File: config.mk
export PLATFORM = sky130hd
export DESIGN_NAME = ppm_frame_generator
export DESIGN_NICKNAME = d
export VERILOG_FILES = /design/src/hdl/ppm_gen_pkg.sv /design/src/hdl/ppm_gen_store.sv /design/src/hdl/ppm_gen_outbuf.sv /design/src/hdl/ppm_frame_generator.sv
export SDC_FILE = /design/constraint.sdc
export NUM_CORES = 1
export LEC_CHECK = 0
export BUFFER_PORTS_ARGS = -buffer_cell sky130_fd_sc_hd__buf_2
export CAP_MARGIN = 20
export CORE_ASPECT_RATIO = 1.5
export CORE_MARGIN = 4
export CORE_UTILIZATION = 55
export DETAILED_ROUTE_END_ITERATION = 6
export PLACE_DENSITY_LB_ADDON = 0.2
export SETUP_SLACK_MARGIN = 0.1
export SLEW_MARGIN = 20
export SYNTH_ARGS = -nofsm -noshare
export SYNTH_HDL_FRONTEND = slang
export SYNTH_SLANG_ARGS = --single-unit
File: constraint.sdc
create_clock -name clk -period 11.55 [get_ports clk]
set_input_delay 0.5775 -clock clk [delete_from_list [all_inputs] [get_ports clk]]
set_output_delay 0.5775 -clock clk [all_outputs]
set_load 0.02 [all_outputs]
File: src/hdl/ppm_gen_pkg.sv
// ----------------------------------------------------------------------------
// ppm_gen_pkg
// shared types and constants of the ppm frame generator
// ----------------------------------------------------------------------------
`default_nettype none

package ppm_gen_pkg;

    // default number of channel slots in each store
    localparam int MAX_CHANNELS_DEF = 16;

    // register reset values
    localparam logic [15:0] SYNC_PERIOD_RST = 16'd350;
    localparam logic [15:0] GAP_TICKS_RST   = 16'd300;

    // configuration register indexes
    localparam int          CFG_INDEX_W     = 8;
    localparam logic [7:0]  REG_SYNC_PERIOD = 8'd0;
    localparam logic [7:0]  REG_GAP_TICKS   = 8'd1;

    // request kinds
    localparam logic REQ_TICK  = 1'b0;
    localparam logic REQ_WRITE = 1'b1;

    // one result item
    typedef struct packed {
        logic ppm_level;
        logic frame_active;
        logic write_overflow;
    } result_t;

    // store controls from the sequencer
    typedef struct packed {
        logic wr_en;
        logic copy_en;
    } store_ctrl_t;

endpackage

`default_nettype wire

File: src/hdl/ppm_gen_store.sv
// ----------------------------------------------------------------------------
// ppm_gen_store
// pending and frame channel stores, frame snapshot and slot read
// ----------------------------------------------------------------------------
`default_nettype none

module ppm_gen_store #(
    parameter int MAX_CHANNELS = ppm_gen_pkg::MAX_CHANNELS_DEF,
    parameter int IDX_W        = (MAX_CHANNELS > 1) ? $clog2(MAX_CHANNELS) : 1
) (
    input  wire                       clk,
    input  ppm_gen_pkg::store_ctrl_t  ctrl,
    input  wire [IDX_W-1:0]           wr_addr,
    input  wire [15:0]                wr_data,
    input  wire [IDX_W-1:0]           rd_addr,
    output logic [15:0]               rd_data
);

    logic [15:0] pend_reg  [MAX_CHANNELS];
    logic [15:0] frame_reg [MAX_CHANNELS];

    // pending store takes one value per write
    always_ff @(posedge clk)
    begin
        if (ctrl.wr_en)
        begin
            pend_reg[wr_addr] <= wr_data;
        end
    end

    // snapshot includes the value written in the same transfer
    always_ff @(posedge clk)
    begin
        for (int i = 0; i < MAX_CHANNELS; i++)
        begin
            if (ctrl.copy_en)
            begin
                if (ctrl.wr_en && (wr_addr == IDX_W'(i)))
                begin
                    frame_reg[i] <= wr_data;
                end
                else
                begin
                    frame_reg[i] <= pend_reg[i];
                end
            end
        end
    end

    assign rd_data = frame_reg[rd_addr];

endmodule

`default_nettype wire

File: src/hdl/ppm_gen_outbuf.sv
// ----------------------------------------------------------------------------
// ppm_gen_outbuf
// two-entry result buffer between the sequencer and the result channel
// ----------------------------------------------------------------------------
`default_nettype none

module ppm_gen_outbuf (
    input  wire                   clk,
    input  wire                   rst_n,
    input  wire                   push,
    input  ppm_gen_pkg::result_t  push_data,
    output logic                  full,
    output logic                  res_valid,
    input  wire                   res_stall,
    output ppm_gen_pkg::result_t  res_data
);

    logic [1:0]           count_reg;
    logic [1:0]           count_next;
    ppm_gen_pkg::result_t head_reg;
    ppm_gen_pkg::result_t skid_reg;
    logic                 pop;

    assign pop       = (count_reg != 2'd0) && !res_stall;
    assign full      = (count_reg == 2'd2);
    assign res_valid = (count_reg != 2'd0);
    assign res_data  = head_reg;

    always_comb
    begin
        count_next = count_reg;
        if (push && !pop)
        begin
            count_next = count_reg + 2'd1;
        end
        else if (pop && !push)
        begin
            count_next = count_reg - 2'd1;
        end
    end

    always_ff @(posedge clk or negedge rst_n)
    begin
        if (!rst_n)
        begin
            count_reg <= 2'd0;
        end
        else
        begin
            count_reg <= count_next;
        end
    end

    // payload moves without reset
    always_ff @(posedge clk)
    begin
        if (pop)
        begin
            if (count_reg == 2'd2)
            begin
                head_reg <= skid_reg;
                if (push)
                begin
                    skid_reg <= push_data;
                end
            end
            else if (push)
            begin
                head_reg <= push_data;
            end
        end
        else if (push)
        begin
            if (count_reg == 2'd0)
            begin
                head_reg <= push_data;
            end
            else
            begin
                skid_reg <= push_data;
            end
        end
    end

endmodule

`default_nettype wire

File: src/hdl/ppm_frame_generator.sv
// ----------------------------------------------------------------------------
// ppm_frame_generator
// pulse position modulation frame generator driven by timer ticks
// ----------------------------------------------------------------------------
//
// channel   direction  handshake              payload
// req       in         req_valid / req_stall  req_type, channel_value, last_channel
// res       out        res_valid / res_stall  ppm_level, frame_active, write_overflow
// cfg       in         cfg_valid / cfg_ready  cfg_index, cfg_data
//
// one request transfer per clock while req_stall is low; each result is registered in the result buffer
// the sequencer updates all state in the cycle of the transfer, so the rate is set
// by the two-entry result buffer only: req_stall rises when both entries wait
// reset clears the counters, the busy flag and the registers to their defaults;
// the channel stores hold no reset and are never read before being written
// cfg_ready is always high; configuration takes effect for the next transfer
//
`default_nettype none

module ppm_frame_generator #(
    parameter int MAX_CHANNELS = ppm_gen_pkg::MAX_CHANNELS_DEF
) (
    input  wire         clk,
    input  wire         rst_n,
    // request channel
    input  wire         req_valid,
    output logic        req_stall,
    input  wire         req_type,
    input  wire  [15:0] channel_value,
    input  wire         last_channel,
    // result channel
    output logic        res_valid,
    input  wire         res_stall,
    output logic        ppm_level,
    output logic        frame_active,
    output logic        write_overflow,
    // configuration channel
    input  wire         cfg_valid,
    output logic        cfg_ready,
    input  wire  [ppm_gen_pkg::CFG_INDEX_W-1:0] cfg_index,
    input  wire  [15:0] cfg_data
);

    localparam int CNT_W = $clog2(MAX_CHANNELS + 1);
    localparam int IDX_W = (MAX_CHANNELS > 1) ? $clog2(MAX_CHANNELS) : 1;

    // configuration registers
    logic [15:0] sync_period_reg;
    logic [15:0] gap_ticks_reg;

    // sequencer state
    logic [CNT_W-1:0] wpos_reg,   wpos_next;
    logic [CNT_W-1:0] fcount_reg, fcount_next;
    logic [CNT_W-1:0] slot_reg,   slot_next;
    logic [15:0]      tick_reg,   tick_next;
    logic             busy_reg,   busy_next;

    logic                      accept;
    logic                      buf_full;
    logic [15:0]               frame_rd;
    logic [15:0]               period;
    logic [15:0]               high_time;
    logic                      level_cur;
    logic                      sync_high;
    logic                      room;
    logic                      start;
    logic [CNT_W-1:0]          slot_m1;
    ppm_gen_pkg::store_ctrl_t  sctrl;
    ppm_gen_pkg::result_t      result;
    ppm_gen_pkg::result_t      res_data;

    assign cfg_ready = 1'b1;
    assign req_stall = buf_full;
    assign accept    = req_valid && !buf_full;

    // configuration writes, unknown indexes are ignored
    always_ff @(posedge clk or negedge rst_n)
    begin
        if (!rst_n)
        begin
            sync_period_reg <= ppm_gen_pkg::SYNC_PERIOD_RST;
            gap_ticks_reg   <= ppm_gen_pkg::GAP_TICKS_RST;
        end
        else if (cfg_valid)
        begin
            if (cfg_index == ppm_gen_pkg::REG_SYNC_PERIOD)
            begin
                sync_period_reg <= cfg_data;
            end
            else if (cfg_index == ppm_gen_pkg::REG_GAP_TICKS)
            begin
                gap_ticks_reg <= cfg_data;
            end
        end
    end

    // period of the current pulse: sync slot first, then one slot per channel
    assign slot_m1   = slot_reg - CNT_W'(1);
    assign period    = (slot_reg == '0) ? sync_period_reg : frame_rd;
    assign high_time = (period > gap_ticks_reg) ? (period - gap_ticks_reg) : 16'd0;
    assign level_cur = busy_reg && (tick_reg < high_time);
    // a fresh frame sits at tick zero of the sync pulse
    assign sync_high = (sync_period_reg > gap_ticks_reg);

    assign room  = (wpos_reg < CNT_W'(MAX_CHANNELS));
    assign start = accept && (req_type == ppm_gen_pkg::REQ_WRITE) && last_channel && !busy_reg;

    assign sctrl.wr_en   = accept && (req_type == ppm_gen_pkg::REQ_WRITE) && room;
    assign sctrl.copy_en = start;

    always_comb
    begin
        wpos_next   = wpos_reg;
        fcount_next = fcount_reg;
        slot_next   = slot_reg;
        tick_next   = tick_reg;
        busy_next   = busy_reg;
        result      = '0;
        if (accept)
        begin
            if (req_type == ppm_gen_pkg::REQ_TICK)
            begin
                result.ppm_level    = level_cur;
                result.frame_active = busy_reg;
                if (busy_reg)
                begin
                    if (tick_reg >= period)
                    begin
                        tick_next = 16'd0;
                        if (slot_reg >= fcount_reg)
                        begin
                            busy_next = 1'b0;
                            slot_next = '0;
                        end
                        else
                        begin
                            slot_next = slot_reg + CNT_W'(1);
                        end
                    end
                    else
                    begin
                        tick_next = tick_reg + 16'd1;
                    end
                end
            end
            else
            begin
                // channel write, dropped when the pending store is full
                if (room)
                begin
                    wpos_next = wpos_reg + CNT_W'(1);
                end
                result.write_overflow = !room;
                if (last_channel)
                begin
                    wpos_next = '0;
                    if (!busy_reg)
                    begin
                        fcount_next = room ? (wpos_reg + CNT_W'(1)) : wpos_reg;
                        slot_next   = '0;
                        tick_next   = 16'd0;
                        busy_next   = 1'b1;
                    end
                end
                result.frame_active = busy_reg || start;
                result.ppm_level    = start ? sync_high : level_cur;
            end
        end
    end

    always_ff @(posedge clk or negedge rst_n)
    begin
        if (!rst_n)
        begin
            wpos_reg   <= '0;
            fcount_reg <= '0;
            slot_reg   <= '0;
            tick_reg   <= 16'd0;
            busy_reg   <= 1'b0;
        end
        else
        begin
            wpos_reg   <= wpos_next;
            fcount_reg <= fcount_next;
            slot_reg   <= slot_next;
            tick_reg   <= tick_next;
            busy_reg   <= busy_next;
        end
    end

    ppm_gen_store #(
        .MAX_CHANNELS (MAX_CHANNELS),
        .IDX_W        (IDX_W)
    ) u_store (
        .clk     (clk),
        .ctrl    (sctrl),
        .wr_addr (wpos_reg[IDX_W-1:0]),
        .wr_data (channel_value),
        .rd_addr (slot_m1[IDX_W-1:0]),
        .rd_data (frame_rd)
    );

    ppm_gen_outbuf u_outbuf (
        .clk       (clk),
        .rst_n     (rst_n),
        .push      (accept),
        .push_data (result),
        .full      (buf_full),
        .res_valid (res_valid),
        .res_stall (res_stall),
        .res_data  (res_data)
    );

    assign ppm_level      = res_data.ppm_level;
    assign frame_active   = res_data.frame_active;
    assign write_overflow = res_data.write_overflow;

endmodule

`default_nettype wire

==> qor.csv <==
metric,value,unit
gp_congestion,0.8785,
rsz0062_at_grt,false,
cp_slowest_stage_delay,1.05,ns
whs,0.1621,ns
fin_crit,7.088,ns
path_buf_inv,1,
clkTransAtPathRegs,0.06,ns
routedWlPerCell,24.83,um
avgSynthCellArea,16.55,um2
min_path_type,in -> async,
ant_nets,0,
worst_pin_slew,1.159,ns
timing.final.crit_share,61.37,%
grt_pass1_wl,89560,um
cts-root-buf,clkbuf_16,
coreArea,48560,um2
cts_tree,done,
syn_nets,1756,
syn_area,26990,um2
crit_path_start_kind,flop,
setup-tns-final,0,ns
drv_slew,0,
critPathKind,reg -> reg,
cp_top_family,adder cells,
p_total,5.759,mW
async_flop_share,11.30,%
hold_viol,0,
ctsResizeCount,0,
synth.distinct_cells,67,
clock_sinks,584,
synth_seq_cells,584,
arrival,7.41,ns
first_pass_iters,5,
grt_overflow_total,0,
placement.io_buffers,51,
dp_slack,4.381,ns
die_h,279.3,um
antenna_found_initial,5,
holdBufCountCts,0,
powerDensity,195.0,nW/um2
via_per_inst,5.938,
cp_max_fo,65,
ys_seq_area_share,63.79,%
ys.flop_type,edfxtp_1,
fin_util,60.81,%
drive_above_1_share,32.13,%
syn_to_final_growth,9.381,%
via_count,14145,
skew,0.01414,ns
drt-initial-drc-count,829,
final_common_cell,edfxtp_1,
grt_pass1_vias,14741,
clk_path_buf_depth,3,
outcome,finished clean,
endpoint_kind,flop,
io_pins,53,
setup_slack,4.462,ns
yosysWarnings,0,
syn_inst,1631,
h-tree-depth,2,
crit_chain,inv_1 -> ha_4 -> mux4_2 -> mux2i_1 -> nor2_1 -> a21oi_1 -> o21a_1 -> ha_1 -> fa_1 -> nand2b_1 -> a211oi_1 -> nor3_1 -> o211a_1 -> nor2_1 -> nand3_1 -> ha_1 -> nand4_1 -> nor4_1 -> o31ai_1 -> o2111ai_1 -> a211o_1 -> a31oi_1,
layout_common_cells,"518 x edfxtp_1, 204 x mux2_2, 90 x mux2_4",
post_cts_buffers,0,
synth-edff-count,518,
clk_latency,0.58,ns
grt_max_degree,130,
p_leak,10.19,nW
wl,59160,um
die-area,52760,um2
grtUsageTotal,22.36,%
cts_buffers,54,
place_hpwl,36830,um
fin_nets,1805,
drv_cap,0,
fmax,141.1,MHz
finalSetupViolations,0,
drc,0,
slew_headroom,22.37,%
start_util,55.59,%
irDropWorstVdd,125.7,uV
die_w,188.9,um
slowest_stage,ha_4,
cp_data_required_time,11.87,ns
row_count,99,
report_power, final:
group	switching, mW	internal (mW)	leakage [nW]
Clock	0.765	0.989	0.833
Sequential	0.0619	2.37	5.49
Combinational	0.956	0.620	3.87
Total	1.78	3.98	10.2
Yosys cell counts (4+ instances only):
master,count,area (um2)
mux4_2,64,1441
edfxtp_1,518,15550
and3_1,10,62.56
o21ai_0,47,235.2
a22o_1,5,43.79
clkbuf_1,47,176.4
a21oi_1,45,225.2
buf_2,12,60.06
o211ai_1,8,60.06
dfstp_2,10,262.8
xor2_1,10,87.58
nor2b_1,13,81.33
a21o_1,8,60.06
nand4_1,15,93.84
mux2_4,90,1351
nor4_1,4,25.02
a211oi_1,6,45.04
buf_12,10,200.2
a21oi_4,12,195.2
mux2_2,204,2297
dfrtp_1,56,1401
nor3_1,15,75.07
mux2_1,12,135.1
buf_4,4,30.03
buf_6,6,67.56
xnor2_1,15,131.4
mux2i_1,18,180.2
a41oi_1,4,35.03
nand2b_1,8,50.05
o31ai_1,5,37.54
inv_1,57,214.0
nand2_1,63,236.5
o21a_1,5,37.54
nand3_1,15,75.07
a31oi_1,7,43.79
ha_1,77,963.4
nor2_1,80,300.3
metrics by stage:
stage / cell area [um2] / instances
floorplan: 26990 / 1631
global placement: 27790 / 2280
detailed placement: 27790 / 2280
CTS: 29520 / 2380
global route: 29520 / 2381
finish: 29530 / 2382
cell type report:
type | instances | area, um2
fillers | 3611 | 19030
flip-flops and latches | 584 | 17220
multi-input cells | 907 | 9077
clock buffers | 66 | 1418
well taps | 656 | 820.8
repair buffers | 76 | 442.9
clock inverters | 34 | 319.1
inverters | 57 | 221.5
diodes | 2 | 5.005
worst register-to-register path, cell delays in order, from the launching register on:
cell,delay (ns)
dfrtp_4,0.84
inv_1,0.27
ha_4,1.05
mux4_2,0.39
mux2i_1,0.12
nor2_1,0.13
a21oi_1,0.07
o21a_1,0.23
ha_1,0.22
fa_1,0.41
nand2b_1,0.20
a211oi_1,0.34
nor3_1,0.15
o211a_1,0.29
nor2_1,0.56
nand3_1,0.18
ha_1,0.34
nand4_1,0.14
nor4_1,0.37
o31ai_1,0.14
o2111ai_1,0.12
a211o_1,0.18
a31oi_1,0.09
worst paths after layout:
| path | start | endpoint | slack [ns] | cells past startpoint |
|---|---|---|---|---|
| max reg2reg | slot_reg[0]$_DFFE_PN0P_ | u_outbuf.res_data[2]$_DFFE_PP_ | 4.46 | 22 |
| max | slot_reg[0]$_DFFE_PN0P_ | u_outbuf.res_data[2]$_DFFE_PP_ | 4.46 | 22 |
| min in group clk | cfg_data[3] | sync_period_reg[3]$_DFFE_PN1P_ | 0.25 | 2 |
| min | rst_n | gap_ticks_reg[12]$_DFFE_PN0P_ | 0.16 | 2 |
| min reg2reg | fcount_reg[1]$_DFFE_PN0P_ | fcount_reg[1]$_DFFE_PN0P_ | 0.50 | 2 |
| max in group asynchronous | rst_n | slot_reg[0]$_DFFE_PN0P_ | 10.61 | 2 |
kinds of logic after synthesis:
logic type,after synthesis,synth area share [%]
xor+xnor,25,0.8111
other cells,1,0.01389
flops,584,63.79
simple gates,239,4.190
buf+inv,140,2.837
fa+ha+maj,78,3.643
compound gates,176,4.695
mux,388,20.02
metal layers:
layer,vias up,track usage [%],routed length [um]
met5,-,0,34
met4,6,8.263,2277
met3,124,2.481,1825
met2,296,41.60,32220
met1,7308,26.84,22800
li1,6411,-,-
Power figures use the tool's default switching activity.
